==> src/hw/rtl/add_on_descriptor_parser_defines.svh <==
// Shared assertion macros for the descriptor parser.
`ifndef ADD_ON_DESCRIPTOR_PARSER_DEFINES_SVH
`define ADD_ON_DESCRIPTOR_PARSER_DEFINES_SVH

// Same-cycle implication, checked on every rising clock edge out of reset.
`define ADP_ASSERT_NOW(label, clk, rst_n, ante, cons) \
  label: assert property (@(posedge clk) disable iff (!rst_n) (ante) |-> (cons)) \
    else $error("descriptor parser assertion failed");

// Next-cycle implication, checked on every rising clock edge out of reset.
`define ADP_ASSERT_NEXT(label, clk, rst_n, ante, cons) \
  label: assert property (@(posedge clk) disable iff (!rst_n) (ante) |=> (cons)) \
    else $error("descriptor parser assertion failed");

`endif

==> src/hw/rtl/adp_pkg.sv <==
`default_nettype none

package adp_pkg;

  // Parse phases, one-hot
  typedef enum logic [9:0] {
    PH_IDLE      = 10'b00_0000_0001,
    PH_MAGIC     = 10'b00_0000_0010,
    PH_NAME_LEN  = 10'b00_0000_0100,
    PH_NAME      = 10'b00_0000_1000,
    PH_DNAME_LEN = 10'b00_0001_0000,
    PH_DNAME     = 10'b00_0010_0000,
    PH_DATA_LEN  = 10'b00_0100_0000,
    PH_DATA      = 10'b00_1000_0000,
    PH_COUNT     = 10'b01_0000_0000,
    PH_DONE      = 10'b10_0000_0000
  } phase_e;

  // Byte classification codes
  localparam logic [3:0] KIND_MAGIC      = 4'd0;
  localparam logic [3:0] KIND_NAME_LEN   = 4'd1;
  localparam logic [3:0] KIND_NAME_CHAR  = 4'd2;
  localparam logic [3:0] KIND_DNAME_LEN  = 4'd3;
  localparam logic [3:0] KIND_DNAME_CHAR = 4'd4;
  localparam logic [3:0] KIND_DATA_LEN   = 4'd5;
  localparam logic [3:0] KIND_DATA_BYTE  = 4'd6;
  localparam logic [3:0] KIND_COUNT      = 4'd7;
  localparam logic [3:0] KIND_IGNORED    = 4'd8;

  // Parse status codes
  localparam logic [1:0] STAT_BUSY      = 2'd0;
  localparam logic [1:0] STAT_VALID     = 2'd1;
  localparam logic [1:0] STAT_BAD_MAGIC = 2'd2;
  localparam logic [1:0] STAT_READ_FAIL = 2'd3;

  typedef struct packed {
    phase_e     phase;
    logic [2:0] drv;
    logic [7:0] remaining;
    logic [7:0] position;
    logic [2:0] extras;
    logic [1:0] status;
  } adp_state_t;

  typedef struct packed {
    logic [3:0] kind;
    logic [2:0] driver;
    logic [7:0] position;
    logic       keep;
    logic [7:0] stored_value;
    logic [1:0] status;
  } adp_result_t;

  // Expected magic byte per position; position zero matches anything
  function automatic logic [7:0] magic_expect(input logic [1:0] pos);
    logic [7:0] val;
    case (pos)
      2'd1:    val = 8'h49;
      2'd2:    val = 8'h46;
      2'd3:    val = 8'h45;
      default: val = 8'h00;
    endcase
    return val;
  endfunction

endpackage

`default_nettype wire

==> src/hw/rtl/adp_step.sv <==
`default_nettype none

module adp_step #(
  parameter int unsigned MAX_NAME_LEN        = 32,
  parameter int unsigned MAX_DRIVER_NAME_LEN = 32,
  parameter int unsigned MAX_DRIVER_DATA_LEN = 32,
  parameter int unsigned MAX_EXTRA_DRIVERS   = 4
) (
  input  adp_pkg::adp_state_t  state_i,
  input  logic                 start_req_i,
  input  logic [7:0]           byte_in_i,
  input  logic                 read_failed_i,
  output adp_pkg::adp_state_t  state_o,
  output adp_pkg::adp_result_t result_o
);
  import adp_pkg::*;

  localparam logic [7:0] NameLim  = 8'(MAX_NAME_LEN);
  localparam logic [7:0] DNameLim = 8'(MAX_DRIVER_NAME_LEN);
  localparam logic [7:0] DataLim  = 8'(MAX_DRIVER_DATA_LEN);
  localparam logic [7:0] ExtraLim = 8'(MAX_EXTRA_DRIVERS);

  adp_state_t  st;
  adp_result_t res;
  logic        field_end;
  phase_e      cur_ph;
  logic [7:0]  lim;
  logic [7:0]  clamped;
  logic [1:0]  mpos;

  always_comb begin
    st        = state_i;
    res       = '0;
    res.kind  = KIND_IGNORED;
    field_end = 1'b0;
    lim       = NameLim;
    clamped   = 8'd0;
    mpos      = 2'd0;

    // Restart on a start marker, whatever the current phase
    if (start_req_i) begin
      st.phase    = PH_MAGIC;
      st.drv      = 3'd0;
      st.remaining = 8'd0;
      st.position = 8'd0;
      st.extras   = 3'd0;
      st.status   = STAT_BUSY;
    end
    cur_ph = st.phase;

    // Field limit of the current phase
    case (cur_ph)
      PH_DNAME_LEN, PH_DNAME: lim = DNameLim;
      PH_DATA_LEN, PH_DATA:   lim = DataLim;
      PH_COUNT:               lim = ExtraLim;
      default:                lim = NameLim;
    endcase
    clamped = (byte_in_i > lim) ? lim : byte_in_i;

    case (cur_ph)
      PH_MAGIC: begin
        mpos             = st.position[1:0];
        res.kind         = KIND_MAGIC;
        res.driver       = st.drv;
        res.position     = {6'd0, mpos};
        res.stored_value = byte_in_i;
        if (read_failed_i) begin
          st.status = STAT_READ_FAIL;
          st.phase  = PH_DONE;
        end else begin
          // Remaining doubles as the mismatch flag during the magic
          if (mpos != 2'd0 && byte_in_i != magic_expect(mpos)) begin
            st.remaining = 8'd1;
          end
          if (mpos == 2'd3) begin
            if (st.remaining != 8'd0) begin
              st.status = STAT_BAD_MAGIC;
              st.phase  = PH_DONE;
            end else begin
              st.phase     = PH_NAME_LEN;
              st.position  = 8'd0;
              st.remaining = 8'd0;
            end
          end else begin
            st.position = {6'd0, mpos + 2'd1};
          end
        end
      end
      PH_NAME_LEN, PH_DNAME_LEN, PH_DATA_LEN: begin
        res.kind = (cur_ph == PH_NAME_LEN)  ? KIND_NAME_LEN :
                   (cur_ph == PH_DNAME_LEN) ? KIND_DNAME_LEN : KIND_DATA_LEN;
        res.driver       = st.drv;
        res.stored_value = clamped;
        if (read_failed_i) begin
          st.status = (st.drv == 3'd0) ? STAT_READ_FAIL : STAT_VALID;
          st.phase  = PH_DONE;
        end else begin
          res.keep = 1'b1;
          if (byte_in_i == 8'd0) begin
            field_end = 1'b1;
          end else begin
            st.phase     = (cur_ph == PH_NAME_LEN)  ? PH_NAME :
                           (cur_ph == PH_DNAME_LEN) ? PH_DNAME : PH_DATA;
            st.remaining = byte_in_i;
            st.position  = 8'd0;
          end
        end
      end
      PH_NAME, PH_DNAME, PH_DATA: begin
        res.kind = (cur_ph == PH_NAME)  ? KIND_NAME_CHAR :
                   (cur_ph == PH_DNAME) ? KIND_DNAME_CHAR : KIND_DATA_BYTE;
        res.driver       = st.drv;
        res.position     = st.position;
        res.stored_value = byte_in_i;
        if (read_failed_i) begin
          st.status = (st.drv == 3'd0) ? STAT_READ_FAIL : STAT_VALID;
          st.phase  = PH_DONE;
        end else begin
          res.keep     = (st.position < lim);
          st.position  = st.position + 8'd1;
          st.remaining = st.remaining - 8'd1;
          field_end    = (st.remaining == 8'd0);
        end
      end
      PH_COUNT: begin
        res.kind         = KIND_COUNT;
        res.driver       = st.drv;
        res.stored_value = clamped;
        if (read_failed_i) begin
          st.status = STAT_READ_FAIL;
          st.phase  = PH_DONE;
        end else begin
          res.keep  = 1'b1;
          st.extras = clamped[2:0];
          if (clamped[2:0] == 3'd0) begin
            st.status = STAT_VALID;
            st.phase  = PH_DONE;
          end else begin
            st.drv   = 3'd1;
            st.phase = PH_DNAME_LEN;
          end
        end
      end
      default: begin
        // Idle or finished: the byte is ignored
      end
    endcase

    // Advance to the next field once the current one ends, or finish after the last driver
    if (field_end) begin
      if (cur_ph == PH_NAME_LEN || cur_ph == PH_NAME) begin
        st.phase = PH_DNAME_LEN;
      end else if (cur_ph == PH_DNAME_LEN || cur_ph == PH_DNAME) begin
        st.phase = PH_DATA_LEN;
      end else if (st.drv == 3'd0) begin
        st.phase = PH_COUNT;
      end else if (st.drv >= st.extras) begin
        st.status = STAT_VALID;
        st.phase  = PH_DONE;
      end else begin
        st.drv   = st.drv + 3'd1;
        st.phase = PH_DNAME_LEN;
      end
    end

    res.status = st.status;
  end

  assign state_o  = st;
  assign result_o = res;

endmodule

`default_nettype wire

==> src/hw/rtl/add_on_descriptor_parser.sv <==
// Add-on descriptor parser.
// Input channel (in_valid_i / in_ready_o): one descriptor byte per transaction,
// with start_req_i marking offset zero and read_failed_i flagging a bad read.
// Output channel (out_valid_o / out_ready_i): exactly one classification per
// input byte, in order: field kind, driver index, position in field, keep
// flag, stored value (clamped for length and count bytes) and parse status.
// Path: a byte accepted into the input register is parsed by the next-state
// logic and lands in the output register, which raises out_valid_o; the
// result is held there until the receiver takes it.
// Throughput: one byte per cycle unless the receiver stalls; the parse state
// updates in the single pass between the input and output registers.
// Reset: both registers empty, parse idle, status zero; bytes arriving before
// a start marker are reported as ignored.
// Receiver stall: the output register holds its result; the input register
// takes one more byte, then in_ready_o drops until the output drains.
`default_nettype none
`include "add_on_descriptor_parser_defines.svh"

module add_on_descriptor_parser #(
  parameter int unsigned MAX_NAME_LEN        = 32,
  parameter int unsigned MAX_DRIVER_NAME_LEN = 32,
  parameter int unsigned MAX_DRIVER_DATA_LEN = 32,
  parameter int unsigned MAX_EXTRA_DRIVERS   = 4
) (
  input  logic       clk_i,
  input  logic       rst_ni,
  input  logic       in_valid_i,
  output logic       in_ready_o,
  input  logic       start_req_i,
  input  logic [7:0] byte_in_i,
  input  logic       read_failed_i,
  output logic       out_valid_o,
  input  logic       out_ready_i,
  output logic [3:0] kind_o,
  output logic [2:0] driver_o,
  output logic [7:0] position_o,
  output logic       keep_o,
  output logic [7:0] stored_value_o,
  output logic [1:0] status_o
);
  import adp_pkg::*;

  logic        in_valid_q;
  logic        in_start_q;
  logic [7:0]  in_byte_q;
  logic        in_fail_q;
  logic        out_valid_q;
  adp_result_t out_q;
  adp_state_t  state_q, state_d;
  adp_result_t result_d;
  logic        out_free;
  logic        advance;

  assign out_free   = !out_valid_q || out_ready_i;
  assign advance    = in_valid_q && out_free;
  assign in_ready_o = !in_valid_q || out_free;

  // Capture the input transaction
  always_ff @(posedge clk_i or negedge rst_ni) begin
    if (!rst_ni) begin
      in_valid_q <= 1'b0;
    end else if (in_ready_o) begin
      in_valid_q <= in_valid_i;
    end
  end

  always_ff @(posedge clk_i) begin
    if (in_ready_o && in_valid_i) begin
      in_start_q <= start_req_i;
      in_byte_q  <= byte_in_i;
      in_fail_q  <= read_failed_i;
    end
  end

  adp_step #(
    .MAX_NAME_LEN       (MAX_NAME_LEN),
    .MAX_DRIVER_NAME_LEN(MAX_DRIVER_NAME_LEN),
    .MAX_DRIVER_DATA_LEN(MAX_DRIVER_DATA_LEN),
    .MAX_EXTRA_DRIVERS  (MAX_EXTRA_DRIVERS)
  ) u_step (
    .state_i      (state_q),
    .start_req_i  (in_start_q),
    .byte_in_i    (in_byte_q),
    .read_failed_i(in_fail_q),
    .state_o      (state_d),
    .result_o     (result_d)
  );

  // Advance the parse state once per byte moved to the output
  always_ff @(posedge clk_i or negedge rst_ni) begin
    if (!rst_ni) begin
      state_q <= '{phase: PH_IDLE, drv: 3'd0, remaining: 8'd0, position: 8'd0,
                   extras: 3'd0, status: STAT_BUSY};
    end else if (advance) begin
      state_q <= state_d;
    end
  end

  // Hold the result until the receiver takes it
  always_ff @(posedge clk_i or negedge rst_ni) begin
    if (!rst_ni) begin
      out_valid_q <= 1'b0;
    end else if (advance) begin
      out_valid_q <= 1'b1;
    end else if (out_ready_i) begin
      out_valid_q <= 1'b0;
    end
  end

  always_ff @(posedge clk_i) begin
    if (advance) begin
      out_q <= result_d;
    end
  end

  assign out_valid_o    = out_valid_q;
  assign kind_o         = out_q.kind;
  assign driver_o       = out_q.driver;
  assign position_o     = out_q.position;
  assign keep_o         = out_q.keep;
  assign stored_value_o = out_q.stored_value;
  assign status_o       = out_q.status;

  `ADP_ASSERT_NOW(a_ready_when_out_empty, clk_i, rst_ni, !out_valid_q, in_ready_o)
  `ADP_ASSERT_NEXT(a_advance_fills_out, clk_i, rst_ni, advance, out_valid_q)
  `ADP_ASSERT_NOW(a_kept_not_failed, clk_i, rst_ni, out_valid_q && out_q.keep,
                  out_q.status == STAT_BUSY || out_q.status == STAT_VALID)
  `ADP_ASSERT_NOW(a_magic_not_kept, clk_i, rst_ni,
                  out_valid_q && out_q.kind == KIND_MAGIC,
                  !out_q.keep && out_q.driver == 3'd0)

endmodule

`default_nettype wire
==> config.mk <==
export PLATFORM = sky130hd
export DESIGN_NAME = add_on_descriptor_parser
export DESIGN_NICKNAME = d
export VERILOG_FILES = /design/src/hw/rtl/adp_pkg.sv /design/src/hw/rtl/adp_step.sv /design/src/hw/rtl/add_on_descriptor_parser.sv
export VERILOG_INCLUDE_DIRS = /design/src /design/src/hw/rtl
export SDC_FILE = /design/constraint.sdc
export NUM_CORES = 1
export LEC_CHECK = 0
export BUFFER_PORTS_ARGS = -buffer_cell sky130_fd_sc_hd__buf_2
export CAP_MARGIN = 20
export CORE_MARGIN = 1.5
export CORE_UTILIZATION = 24
export CTS_CLUSTER_DIAMETER = 200
export DETAILED_ROUTE_END_ITERATION = 10
export SLEW_MARGIN = 20
export SYNTH_ARGS = -nofsm -noshare
export SYNTH_HDL_FRONTEND = slang
export SYNTH_HIERARCHICAL = 1
export SYNTH_SLANG_ARGS = --single-unit
export TNS_END_PERCENT = 50
==> constraint.sdc <==
create_clock -name clk_i -period 4.81 [get_ports clk_i]
set_input_delay 0.962 -clock clk_i [delete_from_list [all_inputs] [get_ports clk_i]]
set_output_delay 0.962 -clock clk_i [all_outputs]
set_load 0.02 [all_outputs]
# [Word level (Yosys, flattened, before mapping)]
# Cells that the tools add are included.
[op_classes] n_eq_ne=12 n_reduce_logical=22 order_cmp=3 n_mux=71 addsub=4
[ops] operator="10-bit two-way mux" count=13
[ops] operator="16-bit two-way mux" count=5
[ops] operator="8-bit two-way mux" count=9
[ops] operator="16-bit case mux with 3 select lines" count=1
[ops] operator="10-bit case mux with 4 select lines" count=1
[ops] operator="34-bit two-way mux" count=1
[ops] operator="8-bit case mux with 2 select lines" count=2
[ops] operator="3-bit two-way mux" count=10
[ops] operator="7-bit case mux with 4 select lines" count=1
[ops] operator="2-bit two-way mux" count=13
[ops] operator="7-bit case mux with 3 select lines" count=1
[ops] operator="8-bit logical NOT" count=2
[ops] operator="13-bit two-way mux" count=1
[ops] operator="10-bit by 2-bit equality test with 1-bit output (second input constant)" count=1
[ops] operator="10-bit by 3-bit equality test with 1-bit output (second input constant)" count=1
[ops] operator="10-bit by 4-bit equality test with 1-bit output (second input constant)" count=1
[ops] operator="10-bit by 5-bit equality test with 1-bit output (second input constant)" count=1
[ops] operator="10-bit by 6-bit equality test with 1-bit output (second input constant)" count=1
[ops] operator="10-bit by 7-bit equality test with 1-bit output (second input constant)" count=1
[ops] operator="10-bit by 8-bit equality test with 1-bit output (second input constant)" count=1
[ops] operator="10-bit by 9-bit equality test with 1-bit output (second input constant)" count=1
[ops] operator="3-bit logical NOT" count=3
[ops] operator="8-bit by 1-bit adder with 8-bit output (second input constant)" count=1
[ops] operator="8-bit by 6-bit greater-than comparator with 1-bit output" count=1
[ops] operator="21 further kinds" count=39
[word_totals] elab_cells=129 reg_bits=72

# [Logic depth before layout (Yosys ltp)]
# Gate-level depths: netlist (run 1).
[depth] depth_word=20 mapped_depth=17 mapped_depth_nobuf=15

# [Hierarchy]
# The synthesis (run 1) kept the hierarchy.
[modules_own_cells] module="add_on_descriptor_parser" seq_area_each_um2=1983.2 area_per_inst_um2=2563.7 cells_each=116 instances=1
[modules_own_cells] module="adp_step" seq_area_each_um2=0.0 area_per_inst_um2=2227.1 cells_each=348 instances=1

# [Least setup slack after synthesis (run 1)]
# OpenSTA, ideal clock, no wires.
[synth_path] path_kind="register to register" from="reg state_q[31] (netlist bit)" to="reg state_q[22] (netlist bit)" n_path_buf=1 t_arrival_ns=3.295 path_stages_with_launch=17 synth_period_minus_slack_ns=3.420 setup_slack_ns=1.390 t_required_ns=4.685 cell_sequence="dfrtp_1 > buf_6 > nor4_4 > nand3_2 > clkinv_1 > a2bb2oi_1 > nor3_1 > nand3_1 > o21ai_0 > ha_1 > nand2b_1 > o21ai_0 > a31oi_1 > a221oi_4 > nand4_2 > mux2_4 > mux2_4"
[synth_lines] element="start: declaration" line="add_on_descriptor_parser.sv:49" rtl="adp_state_t state_q, state_d;"
[synth_lines] element="start signal: assignment" line="add_on_descriptor_parser.sv:92" rtl="state_q <= '{phase: PH_IDLE, drv: 3'd0, remaining: 8'd0, position: 8'd0,"
[synth_lines] element="start signal: assignment" line="add_on_descriptor_parser.sv:95" rtl="state_q <= state_d;"

==> results of run 1 <==
==> routing by layer <==
layer,track usage,vias up
met5,0,-
met4,0.05529,0
met3,0.03477,20
met2,0.2141,93
met1,0.1641,1837
li1,-,1807
==> worst max-delay path, delay by kind of cell, from the launching register on <==
kind                       cells  cell delay (ns)
AOI/OAI and AO/OA              5             1.05
adders and majority gates      1             0.30
buffers and inverters          1             0.16
DFF                            1             0.52
muxes                          2             0.59
and+or+nand+nor                6             1.27
==> worst max path at each step <==
stage / startpoint / end / depth (start not counted)
floorplan: state_q[31] / state_q[22] / 16
global placement: state_q[30] / state_q[22] / 15
detailed placement: state_q[30] / state_q[22] / 15
CTS: state_q[30] / state_q[22] / 15
global route: state_q[30] / state_q[22] / 15
finish: state_q[30] / state_q[22] / 15
==> sequential cells by signal, indices dropped and copies added (netlist names) <==
name / flops
kind_o: 4
driver_o: 3
state_q: 34
out_valid_o: 1
keep_o: 1
position_o: 8
in_start_q: 1
in_byte_q: 8
in_fail_q: 1
in_valid_q: 1
status_o: 2
stored_value_o: 8
==> cells by family (layout without fill, tap and decap cells) <==
kind of cell / after synthesis / in the layout / synth area share
simple gates: 180 / 180 / 0.2168
compound gates: 110 / 110 / 0.1598
flops: 72 / 72 / 0.4139
buf+inv: 40 / 81 / 0.04335
mux: 38 / 38 / 0.1136
xor+xnor: 13 / 13 / 0.02377
fa+ha+maj: 11 / 11 / 0.02873
==> final cells by class <==
class                   instances  area [um2]
clock buffers                  15       247.7
clock inverters                 1       5.005
fillers                      2117       14040
inverters                      18       67.56
multi-input cells             352        2600
flip-flops and latches         72        1983
well taps                     265       331.6
repair buffers                 47       250.2
==> per-stage QoR <==
stage / total power, mW / hold WS [ns] / cell area (um2) / instances
2_1_floorplan: 1.073 / 0.4710 / 4791 / 464
3_3_place_gp: 1.184 / 0.4836 / 5233 / 754
3_5_place_dp: 1.189 / 0.4851 / 5233 / 754
4_1_cts: 1.786 / 0.5086 / 5485 / 770
5_1_grt: 1.854 / 0.5321 / 5485 / 770
6_report: 1.760 / 0.5081 / 5485 / 770
==> cells in the mapped netlist, drive strengths merged (3+ instances only) <==
library cell,instances
xnor2,6
inv,16
edfxtp,36
ha,11
and3,9
o32ai,3
o31ai,4
nor2,41
and2,11
or3,3
a211oi,3
a32o,3
a22o,3
nand2,34
nand2b,11
clkbuf,9
dfrtp,35
nor4,11
nand3b,3
o21ai,28
a21oi,22
o21a,3
nand4,4
xor2,7
o22ai,5
nor3,16
a31oi,7
mux2,38
nor2b,11
buf,13
a22oi,7
nand3,17
==> where the power goes <==
group	switching (mW)	internal, mW
clock	0.234	0.349
combinational	0.256	0.159
sequential	0.0523	0.710
total	0.542	1.22
==> metrics.txt, run 1 <==
row cnt 51; Seq/Total Area, Yosys 0.4139; Reg2Reg Setup Slack 0.81 ns; first-pass GRT wire length 20740 um; Synth area leaders edfxtp_1, dfrtp_1, mux2_4, nor2_1, ha_1; Max Clock Freq 249.8 MHz; Min-Delay Path Depth 1; DR pass1 iterations 5; Avg WL per Cell 16.52 um; Hold EP state_q[4]; Skew-Pair Late Insertion Delay 0.34 ns; met2 wire length 6190 um; reg2reg start state_q[30]; M1 WL 5660 um; TNS Setup 0 ns; number of routed nets with antenna violations 0; Die Wd about 140 um; initial antenna violation count 0; Slew @ Worst Pin 0.8851 ns; Initial Util 0.2454; RSZ-0062 raised after global routing false; slew margin rel. 0.4099; Worst Hold Class flip-flop to flip-flop; Unique masters post-synth 76; synthesized flop and latch total 72; grt total ovfl 0; antenna diode instance count 0; via density per instance 4.879; Hold-fix buffers, CTS 0; final count of negative-setup-slack endpoints 0; final core utilization 0.2809; leading area contributor after synthesis edfxtp_1; Core ar. between 15000 and 20000 um2; share of the synthesized area in the top cell type 0.2256; highest layer used for signal routing met4; GRT Overall Usage 0.1314; Worst-path clk slew 0.05 ns; startpoint types flip-flop; DRC 0; Max Root-Sink Buffers 2; leak pwr 2.245 nW; most frequent cells in the layout buf_2, nor2_1, edfxtp_1, dfrtp_1, nand2_1; worst reg2reg path endpoint state_q[22]; routed length on met3 approximately 520 um; Pwr Density 320.9 nW/um2; final-report max-slew violation count 0; # resized after CTS 0; CP Max Fanout 13; Post-synth EDFFs 36; VDD IR max around 0.00015 V; CTS tree built; Cells after Synth 464; Min Clock Period, post-route 4.004 ns; largest net degree at the start of global routing 37; required time of the critical path about 5 ns; Final Worst Setup Slack around 0.8 ns; share of layout cells above drive strength 1 0.2257; worst clock skew 0.006287 ns; input/output buffers 41; drt first-iter violations 328; Top FF cell, synth edfxtp_1; CP max stage delay approximately 0.52 ns; Syn Nets 489; Final Hold Vio Count 0; post-synthesis area per instance 10.33 um2; CTS Sinks 72; Final HPWL DP 9118 um; TritonCTS Buffers 9; Nets 525; Place WS 0.8599 ns; gpl congestion 0.8978; Reg2Reg Depth 15; synth warn 6; worst path cell trace nor4_4, nand3_2, clkinv_1, a2bb2oi_1, nor3_1, nand3_1, o21ai_0, ha_1, nand2b_1, o21ai_0, a31oi_1, a221oi_4, nand4_2, mux2_4, mux2_4; Final Cycle Share 0.8324; # IOs 42; number of setup buffers added after CTS 0; Max-Cap Viols 0; Hold Crit Start state_q[4]; vias 3757; status complete, no violations; DIE AREA 20820 um2; routed wire length 12720 um; Crit-path slowest cell dfrtp_1; CP arrival around 4.2 ns; CP Capture Type flip-flop; depth of the CTS H-tree 3; Layout area overhead 14.49%; Mapped Area 4791 um2; clock root buffer clkbuf_16; Die Ht 144.3 um; Async SR Flop Fraction 0.5000; vias in the first global route 3750; Setup CP Type flip-flop to flip-flop
No activity file was read; power rests on OpenSTA's default activity.
==> inputs of run 2 (changes only) <==
ABC_AREA = 1   (was default)
clock period = 4.1 ns   (was 4.81 ns; I/O delays follow)
==> metrics.txt, run 2 <==
Max Clock Freq 285.6 MHz; GRT Overall Usage 0.1402; vias 4532; vias in the first global route roughly 4.4k; Unique masters post-synth 47; Final Cycle Share 0.8540; worst clock skew 0.005854 ns; flip-flop count of the largest register after layout 34; DR pass1 iterations 6; Biggest register state_q; Core ar. 20430 um2; Syn Nets between 600 and 700; Nets 704; Slew @ Worst Pin just under 0.9 ns; Mapped Area 5040 um2; family with the most delay on the worst path simple AND/OR/NAND/NOR gates; via density per instance between 4 and 5; Final HPWL DP 10470 um; slew margin rel. 0.4172; post-synthesis area per instance 7.814 um2; drt first-iter violations approximately 380; antenna diode instance count 0; Die Ht 147.9 um; largest net degree at the start of global routing 37; synth warn 6; Min Clock Period, post-route roughly 3.5 ns; VDD IR max 0.0001596 V; number of routed nets with antenna violations 0; share of the synthesized area in the top cell type 0.2145; leak pwr between 2 and 3 nW; Worst Hold Class flip-flop to flip-flop; Post-synth EDFFs 36; Setup CP Type flip-flop to flip-flop; DIE AREA 21880 um2; # resized after CTS 0; # IOs 42; Pwr Density between 400 and 500 nW/um2; Avg WL per Cell 15.17 um; Cells after Synth 645; top-count cell post-synth nand2_1; Layout area overhead 13.83%; initial antenna violation count 1; final-report max-slew violation count 0; share of layout cells above drive strength 1 0.1933; Crit-path slowest cell edfxtp_1; synthesized flop and latch total just over 70; Die Wd 147.9 um; Max Root-Sink Buffers 2; Async SR Flop Fraction 0.5000; CP Capture Type flip-flop; status complete, no violations; input/output buffers 41; Synth top cells by count nand2_1, inv_1, nand3_1, nor2_1, edfxtp_1; gpl congestion 0.9121; TNS Setup 0 ns; Max-Cap Viols 0; CP Max Fanout 18; required time of the critical path 4.39 ns; Synth area leaders edfxtp_1, dfrtp_1, nand2_1, nand3_1, inv_1; buffers plus inverters on the worst setup path 2; CP arrival 3.79 ns; depth of the CTS H-tree 3; leading area contributor after synthesis edfxtp_1; CTS tree built; most frequent cells in the layout nand2_1, inv_1, nand3_1, nor2_1, buf_2; worst path cell trace inv_2, nand2_1, nand2_2, nor2_4, nand3_2, nand2_1, nand2_2, nand2_1, o31ai_1, ha_1, nor2_1, nand3b_1, nand2_1, nand2_2, nand2_1, nand2_1, inv_1, nor2_1, nand3_1, nand2_1; routed wire length 14460 um; DRC 0; most used cell, CP nand2_1; leading cell type in the layout, fill and taps excluded nand2_1; Final Hold Vio Count 0; CP max stage delay between 0.5 and 0.6 ns; Worst-path clk slew around 0.06 ns; hold_ws 0.4648 ns; number of setup buffers added after CTS 0; first-pass GRT wire length 23470 um; row cnt 52; startpoint types flip-flop; Top FF cell, synth edfxtp_1; clock root buffer clkbuf_16; RSZ-0062 raised after global routing false; grt total ovfl 0; Seq/Total Area, Yosys 0.3935; Skew-Pair Late Insertion Delay 0.35 ns; Hold-fix buffers, CTS 0; CTS Sinks 72; Initial Util 0.2467; final count of negative-setup-slack endpoints 0; TritonCTS Buffers 9
==> run 2: cell types whose count changed in the layout (fill, tap and decap cells not counted), sizes merged, moves of 8 or more <==
cell,previous run,this run
nand2,34,204
nor4,11,0
a21oi,22,10
nor2,41,68
nor3,16,8
nand4,4,21
and2,11,0
inv,16,82
nor2b,11,0
nand3,17,69
mux2,38,0
o211ai,1,9
nand2b,11,0
and3,9,0
==> run 2: layout make-up <==
type	count	area [um2]
Fill cell	2223	14690
Multi-Input combinational cell	469	2561
Sequential cell	72	1983
Tap cell	270	337.8
Inverter	82	307.8
Clock buffer	11	242.7
Timing Repair Buffer	45	235.2
Clock inverter	4	68.82
==> run 2: logic make-up after synthesis <==
group,count (synthesis),share of synthesized area
fa+ha+maj,11,0.02731
flops,72,0.3935
simple gates,375,0.3731
xor+xnor,11,0.01912
buf+inv,104,0.09831
compound gates,72,0.08863
==> run 2: per-layer routing <==
metal | share of wire | GRT usage | vias up
met5 | 0 | 0 | -
met4 | 0.031 | 0.06832 | 0
met3 | 0.085 | 0.03519 | 29
met2 | 0.45 | 0.2166 | 207
met1 | 0.43 | 0.1825 | 2102
li1 | - | - | 2194
==> run 2: final timing paths <==
kind	startpoint	to	slack [ns]	depth (start not counted)
hold / removal	state_q[24]	state_q[24]	0.46	2
setup / recovery	in_start_q	state_q[1]	0.60	20
max in group asynchronous	rst_ni	state_q[32]	2.96	1
setup reg to reg	in_start_q	state_q[1]	0.60	20
hold reg to reg	state_q[24]	state_q[24]	0.46	2
min in group asynchronous	rst_ni	state_q[6]	0.59	1
==> run 2: tightest hold or removal path: cells and delay by family, from the launching register on <==
| family | cells | cell delay, ns |
|---|---|---|
| simple gates | 2 | 0.09 |
| flops | 1 | 0.37 |
==> run 2: where the power goes <==
| group | internal, mW | switching (mW) |
|---|---|---|
| Sequential | 0.880 | 0.0596 |
| Clock | 0.542 | 0.295 |
| Combinational | 0.234 | 0.598 |
==> run 2: metrics by stage <==
| stage | worst slack, ns | utilization | cell area, um2 | std cells | power, mW |
|---|---|---|---|---|---|
| global route | 0.1908 | 0.2808 | 5737 | 953 | 2.753 |
| finish | 0.5985 | 0.2808 | 5737 | 953 | 2.608 |
| detailed placement | 0.6699 | 0.2656 | 5425 | 938 | 1.778 |
| global placement | 0.8287 | 0.2656 | 5425 | 938 | 1.780 |
| CTS | 0.6472 | 0.2808 | 5737 | 953 | 2.629 |
| floorplan | 1.342 | - | 5040 | 645 | 1.579 |
==> inputs of run 3 (changes only) <==
ABC_AREA = default   (was 1)
CORE_UTILIZATION = 55   (was 24)
PLACE_DENSITY = 0.74   (was default)
==> metrics.txt, run 3 (synthesis gave the netlist of run 1 again) <==
status complete, no violations; gpl congestion 0.9250; Pwr Total 2.033 mW; Final Hold Vio Count 0; final-report max-slew violation count 0; Worst-path clk slew about 0.080 ns; Layout area overhead 10.50%; TritonCTS Buffers 9; Setup CP Type flip-flop to flip-flop; GRT Overall Usage 0.2923; Initial Util 0.5744; most frequent cells in the layout buf_2, nor2_1, edfxtp_1, dfrtp_1, nand2_1; placed cell count 599; Core ar. between 8000 and 9000 um2; Worst Hold Class flip-flop to flip-flop; leak pwr around 2.3 nW; flip-flop count of the largest register after layout 34; required time of the critical path 4.33 ns; Avg WL per Cell about 21 um; grt total ovfl 0; Max Clock Freq about 260 MHz; DIE AREA 9279 um2; Hold-fix buffers, CTS 0; Max Root-Sink Buffers 2; Biggest register state_q; CTS Sinks 72; number of routed nets with antenna violations 0; CP Capture Type flip-flop; Nets 530; clock root buffer clkbuf_8; CP arrival 4.04 ns; Final HPWL DP 8670 um; CTS tree built; first-pass GRT wire length about 20000 um; Final Cycle Share 0.9291; antenna diode instance count 0; drt first-iter violations between 300 and 400; # IOs 42; Non-Filler Instances approximately 620; share of layout cells above drive strength 1 0.2431; vias approximately 4.0k; routed wire length 12660 um; vias in the first global route around 3.9k; Pwr Density ~380 nW/um2; depth of the CTS H-tree 3; input/output buffers 41; initial antenna violation count 0; slew margin rel. 0.4019; TNS Setup 0 ns; DR pass1 iterations 5; Slew @ Worst Pin ~0.90 ns; Min Clock Period, post-route 3.809 ns; worst clock skew 0.006849 ns; startpoint types flip-flop; Final Cell Area approximately 5300 um2; row cnt 33; CP Max Fanout 8; RSZ-0062 raised after global routing false; via density per instance roughly 6.6; final count of negative-setup-slack endpoints 0; VDD IR max about 0.00018 V; Max-Cap Viols 0; Die Wd 96.33 um; placed cell areas between 5000 and 6000 um2; Die Ht 96.33 um; largest net degree at the start of global routing 37; Skew-Pair Late Insertion Delay approximately 0.34 ns; DRC 0
run 3: cell types whose count changed in the layout (fill, tap and decap cells not counted), moves of 10 or more:
cell	previous run	this run
nand2_1	169	33
inv_1	70	16
nand3_1	60	16
mux2_4	0	31
nand2_2	22	0
nand4_1	20	3
nor2_1	56	41
a21oi_1	9	22
inv_2	12	0
and2_1	0	11
nand2_4	12	1
nor2b_1	0	11
nand2b_1	0	10
run 3: timing repair:
action,CTS,global route
resized for setup,0,1
endpoints found under the setup margin,0,1
setup buffers,0,0
run 3: area by class of cell:
cell class | instances | area [um2]
Tap cell | 105 | 131.4
Clock buffer | 11 | 141.4
Fill cell | 650 | 3047
Timing Repair Buffer | 52 | 287.8
Inverter | 18 | 67.56
Clock inverter | 5 | 81.33
Sequential cell | 72 | 1984
Multi-Input combinational cell | 352 | 2600
run 3: metrics by stage:
step,utilization,worst slack (ns),hold slack (ns)
after floorplan,-,0.6796,0.4710
after global placement,0.6079,0.5311,0.4869
after detailed placement,0.6079,0.3821,0.4959
after CTS,0.6346,0.3629,0.5127
after global routing,0.6347,0.02230,0.5371
final,0.6347,0.2906,0.5147
run 3: worst max-delay path: stages, from the launching register on:
cell       delay [ns]
edfxtp_1         0.52
nor3_1           0.41
a21boi_0         0.17
a2bb2oi_1        0.17
nor4_1           0.53
mux2_2           0.31
ha_1             0.25
o21ai_0          0.08
a31oi_1          0.10
a221oi_4         0.38
nand4_2          0.17
mux2_4           0.33
mux2_4           0.26
run 3: where the power goes:
part           switching [mW]  internal [mW]  total, mW
registers              0.0598          0.830      0.890
logic                   0.308          0.191      0.499
clock network           0.284          0.360      0.644
total                   0.652           1.38       2.03
run 3: routing by layer:
layer,share of wire,vias to the layer above,track usage
met5,0,-,0
met4,0.028,0,0.1316
met3,0.091,40,0.06003
met2,0.47,235,0.4577
met1,0.41,1963,0.3897
li1,-,1807,-
run 3: final timing paths:
check | start | end | slack (ns) | cells after the start
max | in_byte_q[2] | state_q[22] | 0.29 | 12
min | state_q[1] | state_q[1] | 0.51 | 1
max reg2reg | in_byte_q[2] | state_q[22] | 0.29 | 12
min reg2reg | state_q[1] | state_q[1] | 0.51 | 1
max in group asynchronous | rst_ni | state_q[28] | 2.90 | 1
min in group asynchronous | rst_ni | state_q[17] | 0.58 | 1
